`src/sv/dag_check_bitrow_dfs_macros.svh`:
```
// Assertion macros shared by the graph acyclicity checker RTL.
// Each macro expects clk and rst_n in scope at the point of use.
`ifndef DAG_CHECK_BITROW_DFS_MACROS_SVH
`define DAG_CHECK_BITROW_DFS_MACROS_SVH

// Same-cycle implication, checked outside reset
`define DCB_ASSERT_IMP(lbl, ante, cons, msg) \
    lbl: assert property (@(posedge clk) disable iff (!rst_n) (ante) |-> (cons)) \
        else $error(msg);

// Next-cycle implication, checked outside reset
`define DCB_ASSERT_NXT(lbl, ante, cons, msg) \
    lbl: assert property (@(posedge clk) disable iff (!rst_n) (ante) |=> (cons)) \
        else $error(msg);

`endif

```
`src/sv/dcb_pkg.sv`:
```
// Types and constants for the graph acyclicity checker.
// No dependencies; imported by dcb_engine, dag_check_bitrow_dfs and the testbench.
`timescale 1ns / 1ps
`default_nettype none

package dcb_pkg;

    localparam int ROW_W  = 32;   // adjacency row transaction width
    localparam int CNT_W  = 6;    // vertex_count register width
    localparam int ADDR_W = 3;    // APB byte address width

    // Register indexes (paddr[2])
    localparam logic REG_VERTEX_COUNT = 1'b0;

    localparam logic [CNT_W-1:0] VC_RESET = 6'd32;

    typedef enum logic [1:0] {
        S_LOAD,   // accept adjacency rows
        S_ROOT,   // pick next unvisited root
        S_EXAM,   // examine top of stack using fetched row
        S_POP     // wait for the new top from the stack memory
    } state_t;

    typedef struct packed {
        logic row_fire;    // a row transaction is accepted this cycle
        logic slot_free;   // output register can take a result this cycle
        logic cfg_write;   // vertex_count is written this cycle
    } eng_ctrl_t;

    typedef struct packed {
        logic load_ready;  // engine accepts rows
        logic res_valid;   // result produced this cycle
        logic res_acyclic; // result value
    } eng_stat_t;

endpackage

`default_nettype wire

```
`src/sv/dcb_engine.sv`:
```
// Row storage, search stack and depth-first search sequencer.
// Depends on dcb_pkg and dag_check_bitrow_dfs_macros.svh.
`timescale 1ns / 1ps
`default_nettype none
`include "dag_check_bitrow_dfs_macros.svh"

module dcb_engine
    import dcb_pkg::*;
#(
    parameter int MAX_VERTICES = 32
)(
    input  wire logic                 clk,
    input  wire logic                 rst_n,
    input  wire eng_ctrl_t            ctrl,
    input  wire logic [ROW_W-1:0]     row_edges,
    input  wire logic [CNT_W-1:0]     vertex_total,
    output eng_stat_t                 stat
);

    localparam int VW = (MAX_VERTICES > 1) ? $clog2(MAX_VERTICES) : 1;
    localparam int CW = $clog2(MAX_VERTICES + 1);

    // Control state
    state_t                  state_reg, state_next;
    logic [CW-1:0]           rows_loaded_reg, rows_loaded_next;
    logic [CW-1:0]           root_reg, root_next;
    logic [CW-1:0]           depth_reg, depth_next;
    logic [VW-1:0]           top_reg, top_next;
    logic [MAX_VERTICES-1:0] visited_reg, visited_next;
    logic [MAX_VERTICES-1:0] on_stack_reg, on_stack_next;

    // Memories: adjacency rows and stack entries below the top
    logic [MAX_VERTICES-1:0] row_mem [MAX_VERTICES];
    logic [MAX_VERTICES-1:0] row_rdata_reg;
    logic [VW-1:0]           stack_mem [MAX_VERTICES];
    logic [VW-1:0]           stack_rdata_reg;

    logic                    row_wr_en;
    logic                    row_rd_en;
    logic [VW-1:0]           row_rd_addr;
    logic                    stk_wr_en;
    logic [VW-1:0]           stk_wr_addr;
    logic [VW-1:0]           stk_wr_data;
    logic                    stk_rd_en;
    logic [VW-1:0]           stk_rd_addr;

    logic [CW-1:0]           n_eff;
    logic [MAX_VERTICES-1:0] vmask;
    logic [MAX_VERTICES-1:0] row_masked;
    logic [MAX_VERTICES-1:0] cand;
    logic                    pick_any;
    logic [VW-1:0]           pick_idx;
    logic [CW-1:0]           depth_m1;
    logic [CW-1:0]           depth_m2;
    logic [CW-1:0]           loaded_p1;
    logic [MAX_VERTICES-1:0] root_bit;
    logic [MAX_VERTICES-1:0] top_bit;
    logic [MAX_VERTICES-1:0] pick_bit;

    // Vertex mask and masked row
    assign n_eff = vertex_total[CW-1:0];
    always_comb
    begin
        for (int i = 0; i < MAX_VERTICES; i++)
        begin
            vmask[i] = (CW'(i) < n_eff);
        end
    end
    assign row_masked = row_edges[MAX_VERTICES-1:0] & vmask;

    // Candidates: neighbors that are unvisited or on the stack
    assign cand = row_rdata_reg & (~visited_reg | on_stack_reg);

    // Find the lowest candidate
    always_comb
    begin
        pick_any = 1'b0;
        pick_idx = '0;
        for (int i = MAX_VERTICES - 1; i >= 0; i--)
        begin
            if (cand[i])
            begin
                pick_any = 1'b1;
                pick_idx = VW'(i);
            end
        end
    end

    assign depth_m1  = depth_reg - CW'(1);
    assign depth_m2  = depth_reg - CW'(2);
    assign loaded_p1 = rows_loaded_reg + CW'(1);
    assign root_bit  = MAX_VERTICES'(1) << root_reg[VW-1:0];
    assign top_bit   = MAX_VERTICES'(1) << top_reg;
    assign pick_bit  = MAX_VERTICES'(1) << pick_idx;

    // Sequencer: next state and memory controls
    always_comb
    begin
        state_next       = state_reg;
        rows_loaded_next = rows_loaded_reg;
        root_next        = root_reg;
        depth_next       = depth_reg;
        top_next         = top_reg;
        visited_next     = visited_reg;
        on_stack_next    = on_stack_reg;
        row_wr_en        = 1'b0;
        row_rd_en        = 1'b0;
        row_rd_addr      = '0;
        stk_wr_en        = 1'b0;
        stk_wr_addr      = '0;
        stk_wr_data      = '0;
        stk_rd_en        = 1'b0;
        stk_rd_addr      = '0;
        stat.load_ready  = 1'b0;
        stat.res_valid   = 1'b0;
        stat.res_acyclic = 1'b1;

        case (state_reg)
            S_LOAD:
            begin
                stat.load_ready = 1'b1;
                if (ctrl.cfg_write)
                begin
                    rows_loaded_next = '0;
                end
                else if (ctrl.row_fire)
                begin
                    row_wr_en = 1'b1;
                    if (loaded_p1 == n_eff)
                    begin
                        rows_loaded_next = '0;
                        root_next        = '0;
                        depth_next       = '0;
                        visited_next     = '0;
                        on_stack_next    = '0;
                        state_next       = S_ROOT;
                    end
                    else
                    begin
                        rows_loaded_next = loaded_p1;
                    end
                end
            end

            S_ROOT:
            begin
                if (root_reg == n_eff)
                begin
                    // All roots done without a cycle
                    if (ctrl.slot_free)
                    begin
                        stat.res_valid   = 1'b1;
                        stat.res_acyclic = 1'b1;
                        state_next       = S_LOAD;
                    end
                end
                else if (visited_reg[root_reg[VW-1:0]])
                begin
                    root_next = root_reg + CW'(1);
                end
                else
                begin
                    top_next      = root_reg[VW-1:0];
                    depth_next    = CW'(1);
                    visited_next  = visited_reg | root_bit;
                    on_stack_next = on_stack_reg | root_bit;
                    row_rd_en     = 1'b1;
                    row_rd_addr   = root_reg[VW-1:0];
                    state_next    = S_EXAM;
                end
            end

            S_EXAM:
            begin
                if (!pick_any)
                begin
                    // Pop the top node
                    on_stack_next = on_stack_reg & ~top_bit;
                    depth_next    = depth_m1;
                    if (depth_reg == CW'(1))
                    begin
                        root_next  = root_reg + CW'(1);
                        state_next = S_ROOT;
                    end
                    else
                    begin
                        stk_rd_en   = 1'b1;
                        stk_rd_addr = depth_m2[VW-1:0];
                        state_next  = S_POP;
                    end
                end
                else if (on_stack_reg[pick_idx])
                begin
                    // Back edge: cycle found
                    if (ctrl.slot_free)
                    begin
                        stat.res_valid   = 1'b1;
                        stat.res_acyclic = 1'b0;
                        state_next       = S_LOAD;
                    end
                end
                else
                begin
                    // Push the candidate and fetch its row
                    stk_wr_en     = 1'b1;
                    stk_wr_addr   = depth_m1[VW-1:0];
                    stk_wr_data   = top_reg;
                    top_next      = pick_idx;
                    depth_next    = depth_reg + CW'(1);
                    visited_next  = visited_reg | pick_bit;
                    on_stack_next = on_stack_reg | pick_bit;
                    row_rd_en     = 1'b1;
                    row_rd_addr   = pick_idx;
                end
            end

            S_POP:
            begin
                top_next    = stack_rdata_reg;
                row_rd_en   = 1'b1;
                row_rd_addr = stack_rdata_reg;
                state_next  = S_EXAM;
            end

            default:
            begin
                state_next = S_LOAD;
            end
        endcase
    end

    // Control registers
    always_ff @(posedge clk or negedge rst_n)
    begin
        if (!rst_n)
        begin
            state_reg       <= S_LOAD;
            rows_loaded_reg <= '0;
            root_reg        <= '0;
            depth_reg       <= '0;
            top_reg         <= '0;
            visited_reg     <= '0;
            on_stack_reg    <= '0;
        end
        else
        begin
            state_reg       <= state_next;
            rows_loaded_reg <= rows_loaded_next;
            root_reg        <= root_next;
            depth_reg       <= depth_next;
            top_reg         <= top_next;
            visited_reg     <= visited_next;
            on_stack_reg    <= on_stack_next;
        end
    end

    // Adjacency row memory: one write, one registered read.
    // Rows are only written while loading, so reads never overlap a write.
    always_ff @(posedge clk)
    begin
        if (row_wr_en)
        begin
            row_mem[rows_loaded_reg[VW-1:0]] <= row_masked;
        end
        if (row_rd_en)
        begin
            row_rdata_reg <= row_mem[row_rd_addr];
        end
    end

    // Stack memory; a pop reads an entry written by an earlier push
    always_ff @(posedge clk)
    begin
        if (stk_wr_en)
        begin
            stack_mem[stk_wr_addr] <= stk_wr_data;
        end
        if (stk_rd_en)
        begin
            stack_rdata_reg <= stack_mem[stk_rd_addr];
        end
    end

    // Checks
    `DCB_ASSERT_IMP(a_depth_bound, 1'b1, depth_reg <= CW'(MAX_VERTICES), "stack depth overflow")
    `DCB_ASSERT_IMP(a_depth_live, state_reg == S_EXAM || state_reg == S_POP, depth_reg != '0, "search step with empty stack")
    `DCB_ASSERT_IMP(a_top_marked, state_reg == S_EXAM, on_stack_reg[top_reg] && visited_reg[top_reg], "top node not marked")
    `DCB_ASSERT_IMP(a_res_slot, stat.res_valid, ctrl.slot_free && (state_reg == S_ROOT || state_reg == S_EXAM), "result without free slot")
    `DCB_ASSERT_NXT(a_res_reload, stat.res_valid, state_reg == S_LOAD && rows_loaded_reg == '0, "no return to loading after result")

endmodule

`default_nettype wire

```
`src/sv/dag_check_bitrow_dfs.sv`:
```
// Directed graph acyclicity checker: APB register, handshakes, result register.
// Depends on dcb_pkg and dcb_engine.
//
// Usage:
//   Write vertex_count (address 0, low 6 bits; 0 acts as 1, values above
//   MAX_VERTICES saturate) while the block is idle. Then send the graph as
//   vertex_count row transactions on row_edges, row 0 first; bit j of a row
//   is an edge to vertex j, bits at or above the vertex count are dropped.
//   After the last row the block runs a depth-first search and returns one
//   is_acyclic transaction: 1 for no directed cycle, 0 for a cycle.
// Timing:
//   Rows are taken one per cycle while in_stall is low. in_stall stays high
//   from the last row until the search ends. A root check (which also pushes
//   a new root) is an S_ROOT step, any other push an S_EXAM step, and a pop
//   an S_EXAM step plus an S_POP step when the new top is read back from the
//   stack memory; the adjacency and stack memories have registered reads.
//   The result is registered; the next graph can load while it waits.
// Reset and stall:
//   Reset sets vertex_count to 32 and returns to loading row 0. If out_stall
//   holds a result and the next search finishes, that search waits.
`timescale 1ns / 1ps
`default_nettype none

module dag_check_bitrow_dfs
    import dcb_pkg::*;
#(
    parameter int MAX_VERTICES = 32
)(
    input  wire logic              clk,
    input  wire logic              rst_n,
    // APB configuration port
    input  wire logic              psel,
    input  wire logic              penable,
    input  wire logic              pwrite,
    input  wire logic [ADDR_W-1:0] paddr,
    input  wire logic [31:0]       pwdata,
    output logic [31:0]            prdata,
    output logic                   pready,
    // Row channel
    input  wire logic              in_valid,
    output logic                   in_stall,
    input  wire logic [ROW_W-1:0]  row_edges,
    // Result channel
    output logic                   out_valid,
    input  wire logic              out_stall,
    output logic                   is_acyclic
);

    logic [CNT_W-1:0] vc_reg;
    logic [CNT_W-1:0] vc_eff;
    logic             cfg_write;
    logic             out_valid_reg;
    logic             is_acyclic_reg;
    eng_ctrl_t        ctrl;
    eng_stat_t        stat;

    // Register file
    assign pready    = 1'b1;
    assign cfg_write = psel && penable && pwrite && pready
                       && (paddr[2] == REG_VERTEX_COUNT);
    assign prdata    = (paddr[2] == REG_VERTEX_COUNT)
                       ? {{(32-CNT_W){1'b0}}, vc_reg} : 32'd0;

    always_ff @(posedge clk or negedge rst_n)
    begin
        if (!rst_n)
        begin
            vc_reg <= VC_RESET;
        end
        else if (cfg_write)
        begin
            vc_reg <= pwdata[CNT_W-1:0];
        end
    end

    // Clamp the vertex count into the supported range
    always_comb
    begin
        if (vc_reg == '0)
        begin
            vc_eff = CNT_W'(1);
        end
        else if (vc_reg > CNT_W'(MAX_VERTICES))
        begin
            vc_eff = CNT_W'(MAX_VERTICES);
        end
        else
        begin
            vc_eff = vc_reg;
        end
    end

    // Engine handshake
    assign in_stall       = !stat.load_ready;
    assign ctrl.row_fire  = in_valid && !in_stall;
    assign ctrl.slot_free = !out_valid_reg || !out_stall;
    assign ctrl.cfg_write = cfg_write;

    dcb_engine #(
        .MAX_VERTICES (MAX_VERTICES)
    ) u_engine (
        .clk          (clk),
        .rst_n        (rst_n),
        .ctrl         (ctrl),
        .row_edges    (row_edges),
        .vertex_total (vc_eff),
        .stat         (stat)
    );

    // Result register: load on a new result, drop once taken
    always_ff @(posedge clk or negedge rst_n)
    begin
        if (!rst_n)
        begin
            out_valid_reg <= 1'b0;
        end
        else if (stat.res_valid)
        begin
            out_valid_reg <= 1'b1;
        end
        else if (!out_stall)
        begin
            out_valid_reg <= 1'b0;
        end
    end

    always_ff @(posedge clk)
    begin
        if (stat.res_valid)
        begin
            is_acyclic_reg <= stat.res_acyclic;
        end
    end

    assign out_valid  = out_valid_reg;
    assign is_acyclic = is_acyclic_reg;

endmodule

`default_nettype wire

```
`config.mk`:
```
export PLATFORM = sky130hd
export DESIGN_NAME = dag_check_bitrow_dfs
export DESIGN_NICKNAME = d
export VERILOG_FILES = /design/src/sv/dcb_pkg.sv /design/src/sv/dcb_engine.sv /design/src/sv/dag_check_bitrow_dfs.sv
export VERILOG_INCLUDE_DIRS = /design/src /design/src/sv
export SDC_FILE = /design/constraint.sdc
export NUM_CORES = 2
export LEC_CHECK = 0
export ABC_CLOCK_PERIOD_IN_PS = 5600
export BUFFER_PORTS_ARGS = -buffer_cell sky130_fd_sc_hd__buf_2
export CAP_MARGIN = 20
export CORE_MARGIN = 3
export CORE_UTILIZATION = 65
export CTS_BUF_LIST = sky130_fd_sc_hd__clkbuf_2
export CTS_CLUSTER_DIAMETER = 40
export CTS_CLUSTER_SIZE = 30
export DETAILED_ROUTE_END_ITERATION = 12
export PLACE_DENSITY = 0.78
export SETUP_SLACK_MARGIN = 0.3
export SKIP_LAST_GASP = 1
export SLEW_MARGIN = 20
export SYNTH_ARGS = -nofsm -noshare
export SYNTH_HDL_FRONTEND = slang
export SYNTH_SLANG_ARGS = --single-unit
export TNS_END_PERCENT = 100
```
`constraint.sdc`:
```
create_clock -name clk -period 5.6 [get_ports clk]
set_clock_uncertainty 0.15 [all_clocks]
set_input_delay 0.56 -clock clk [delete_from_list [all_inputs] [get_ports clk]]
set_output_delay 0.56 -clock clk [all_outputs]
set_load 0.01 [all_outputs]
```
==> run metrics <==
status complete, no violations; final number of setup-violating endpoints 0; core box area 85950 um^2; Final Hold Fails 0; detailed-route DRC error count 0; Clk pin slew, worst setup/hold paths 0.25 ns; Pwr per Cell Area 444.2 nW/um^2; Cells after Synth 4502; internal reg-to-reg setup slack 0.18 ns; cell taking the most area after synthesis edfxtp_1; 1st-pass router iterations 6; NumNets Final around 4800; Initial Util 0.6616; fraction of layout cells with a size suffix above 1 0.1653; Root Buffer clkbuf_2; max reg flops 1024; die width between 300 and 400 um; num rows 107; CP required about 6.6 ns; IO buf count 54; global routing usage on met1 0.5069; Final period util 0.9675; Least-Margin Pin Slew about 1.2 ns; synth cell count leaders edfxtp_1, nand2_1, nor2_1; share of the synthesized area in the top cell type 0.6453; Syn Std Cell Area 56870 um^2; DR WL/cell a little over 30 um; fin. max-slew vios 0; clk sinks roughly 1300; Rel. slew slack 0.1889; most common flop cell mapped by yosys edfxtp_1; Die Ht 301.8 um; ANT nets after route 0; worst skew pair latency 1.61 ns; RSZ-0062 raised after global routing yes; dpl cells 5563; Via density 7.107; Max-Cap Viols 0; fmax 0.1846 GHz; io pins 110; fin cells 6025; Crit Path Max Fanout 6; grt total ovfl 0; post-layout minimum cycle time 5.418 ns; total wire length 186100 um; Worst EP arrival 6.39 ns; gr busiest metal met2; number of synthesized flops with an enable pin 1222; largest net degree at the start of global routing about 160; CTS H-tree lvls 4; cts bufs inserted 147; Hold/Removal Path Class input pin to flop; WHS 0.1377 ns; Via Count around 43000; top-count cell post-synth edfxtp_1; All-Layer GR Usage 0.3947; syn avg cell area around 13 um^2; Seq/Total Area, Yosys 0.6876; HPWL after DPL 103900 um; CTS Buffer Depth 3; P_leak between 20 and 25 nW; Setup crit end kind flop; Worst setup SP type flop; worst ir drop on vdd between 0.0005 and 0.0006 V; main area contributors after synthesis edfxtp_1, dfrtp_1, nand2_1, nor2_1, o21ai_0; vias in the first global route about 40000; GRT met2 Usage 0.6035; Syn. warnings 0; DRT iter0 DRCs 7477; asr flop ratio synth 0.07284; number of synthesized register bits 1318; die area 91070 um^2; Synth cell types 82; gpl congestion 1.015; first-pass GRT wire length approximately 260000 um; synth-to-layout area growth 12.33%; CP Class flop to flop; CTS tree yes; initial antenna violation count 9; met3 usage 0.1147
layout by cell type (no fill, tap or decap), types with 53 or more instances in the layout:
cell type / netlist / final
nand2_1: 598 / 598
nor2_1: 449 / 410
clkbuf_2: 0 / 159
edfxtp_1: 1222 / 1222
nand3_1: 121 / 120
nor3_1: 110 / 108
a211oi_1: 131 / 128
dlygate4sd3_1: 0 / 100
o21ai_0: 284 / 284
a31oi_1: 208 / 204
dfrtp_1: 95 / 92
a21oi_1: 110 / 110
nand4_1: 68 / 68
o2111ai_1: 96 / 96
buf_4: 31 / 190
buf_2: 58 / 53
metal layers:
metal,vias up,wire (um)
met2,3863,84200
met5,-,46
li1,17640,-
met4,6,13100
met1,20410,61040
met3,905,27760
area by class of cell:
class	count	area (um^2)
multi-input combinational	2803	16790
antenna	12	30.03
inverter	44	165.2
clock inverter	116	1134
clock buffer	159	795.8
sequential	1318	39100
tap	1144	1431
timing repair buffer	429	4427
fill	5323	22070
cells by family after synthesis:
kind of cell               Yosys count  synth area share
muxes                              123           0.03127
AOI/OAI and AO/OA                 1069            0.1233
xor gates and xnor gates            14          0.002156
adders and majority gates           21          0.004621
other                                2         0.0001321
and+or+nand+nor                   1546            0.1198
buffers and inverters              409           0.03124
DFF                               1318            0.6876
critical path, cell delays in order, from the launching register on:
cell,delay (ns)
edfxtp_1,0.67
inv_1,0.08
a221o_1,0.27
a222oi_1,0.26
o211ai_1,0.29
a211o_4,0.45
mux2i_1,0.14
mux2_4,0.28
a2111o_1,0.52
nand4_1,0.16
buf_6,0.15
buf_12,0.15
a31o_4,0.22
buf_12,0.13
mux2_4,0.30
mux2i_1,0.19
o32a_1,0.20
nand4_1,0.37
power by group:
group | switching (W) | internal, W | leakage, nW | total (W)
Sequential | 0.000555 | 0.0115 | 12.5 | 0.0121
Combinational | 0.00738 | 0.00365 | 8.04 | 0.0110
Clock | 0.00363 | 0.00162 | 1.19 | 0.00525
Total | 0.0116 | 0.0168 | 21.7 | 0.0284
path summary, 6_finish.rpt:
kind                                             from                    endpoint  cells after the start
max                        u_engine.row_rdata_reg[31]  u_engine.row_rdata_reg[21]                     17
min                                              psel        u_engine.root_reg[1]                      8
max reg2reg                u_engine.row_rdata_reg[31]  u_engine.row_rdata_reg[21]                     17
min reg2reg                     u_engine.depth_reg[5]       u_engine.depth_reg[5]                      1
max in group asynchronous                       rst_n        u_engine.root_reg[0]                      5
min in group asynchronous                       rst_n     u_engine.visited_reg[1]                      5
per-stage QoR:
step / util / power, W / setup WS, ns / cell area [um^2] / setup TNS [ns]
2_1_floorplan: - / 0.01785 / 0.8826 / 56960 / 0
3_3_place_gp: 0.6946 / 0.02167 / -0.09056 / 59700 / -0.09056
3_5_place_dp: 0.6948 / 0.02186 / -0.1316 / 59720 / -0.1316
4_1_cts: 0.7322 / 0.02725 / 0.3035 / 62930 / 0
5_1_grt: 0.7431 / 0.02922 / 0.1623 / 63870 / 0
6_report: 0.7432 / 0.02837 / 0.1818 / 63880 / 0
timing repair:
item,4_1_cts,5_1_grt
resized for setup,13,46
gates cloned,4,14
endpoints found under the setup margin,21,30
hold buffers,97,4
pin swaps,9,28
hold endpoints to repair,1149,60
buffers inserted,13,43
(Power assumes the default switching activity.)
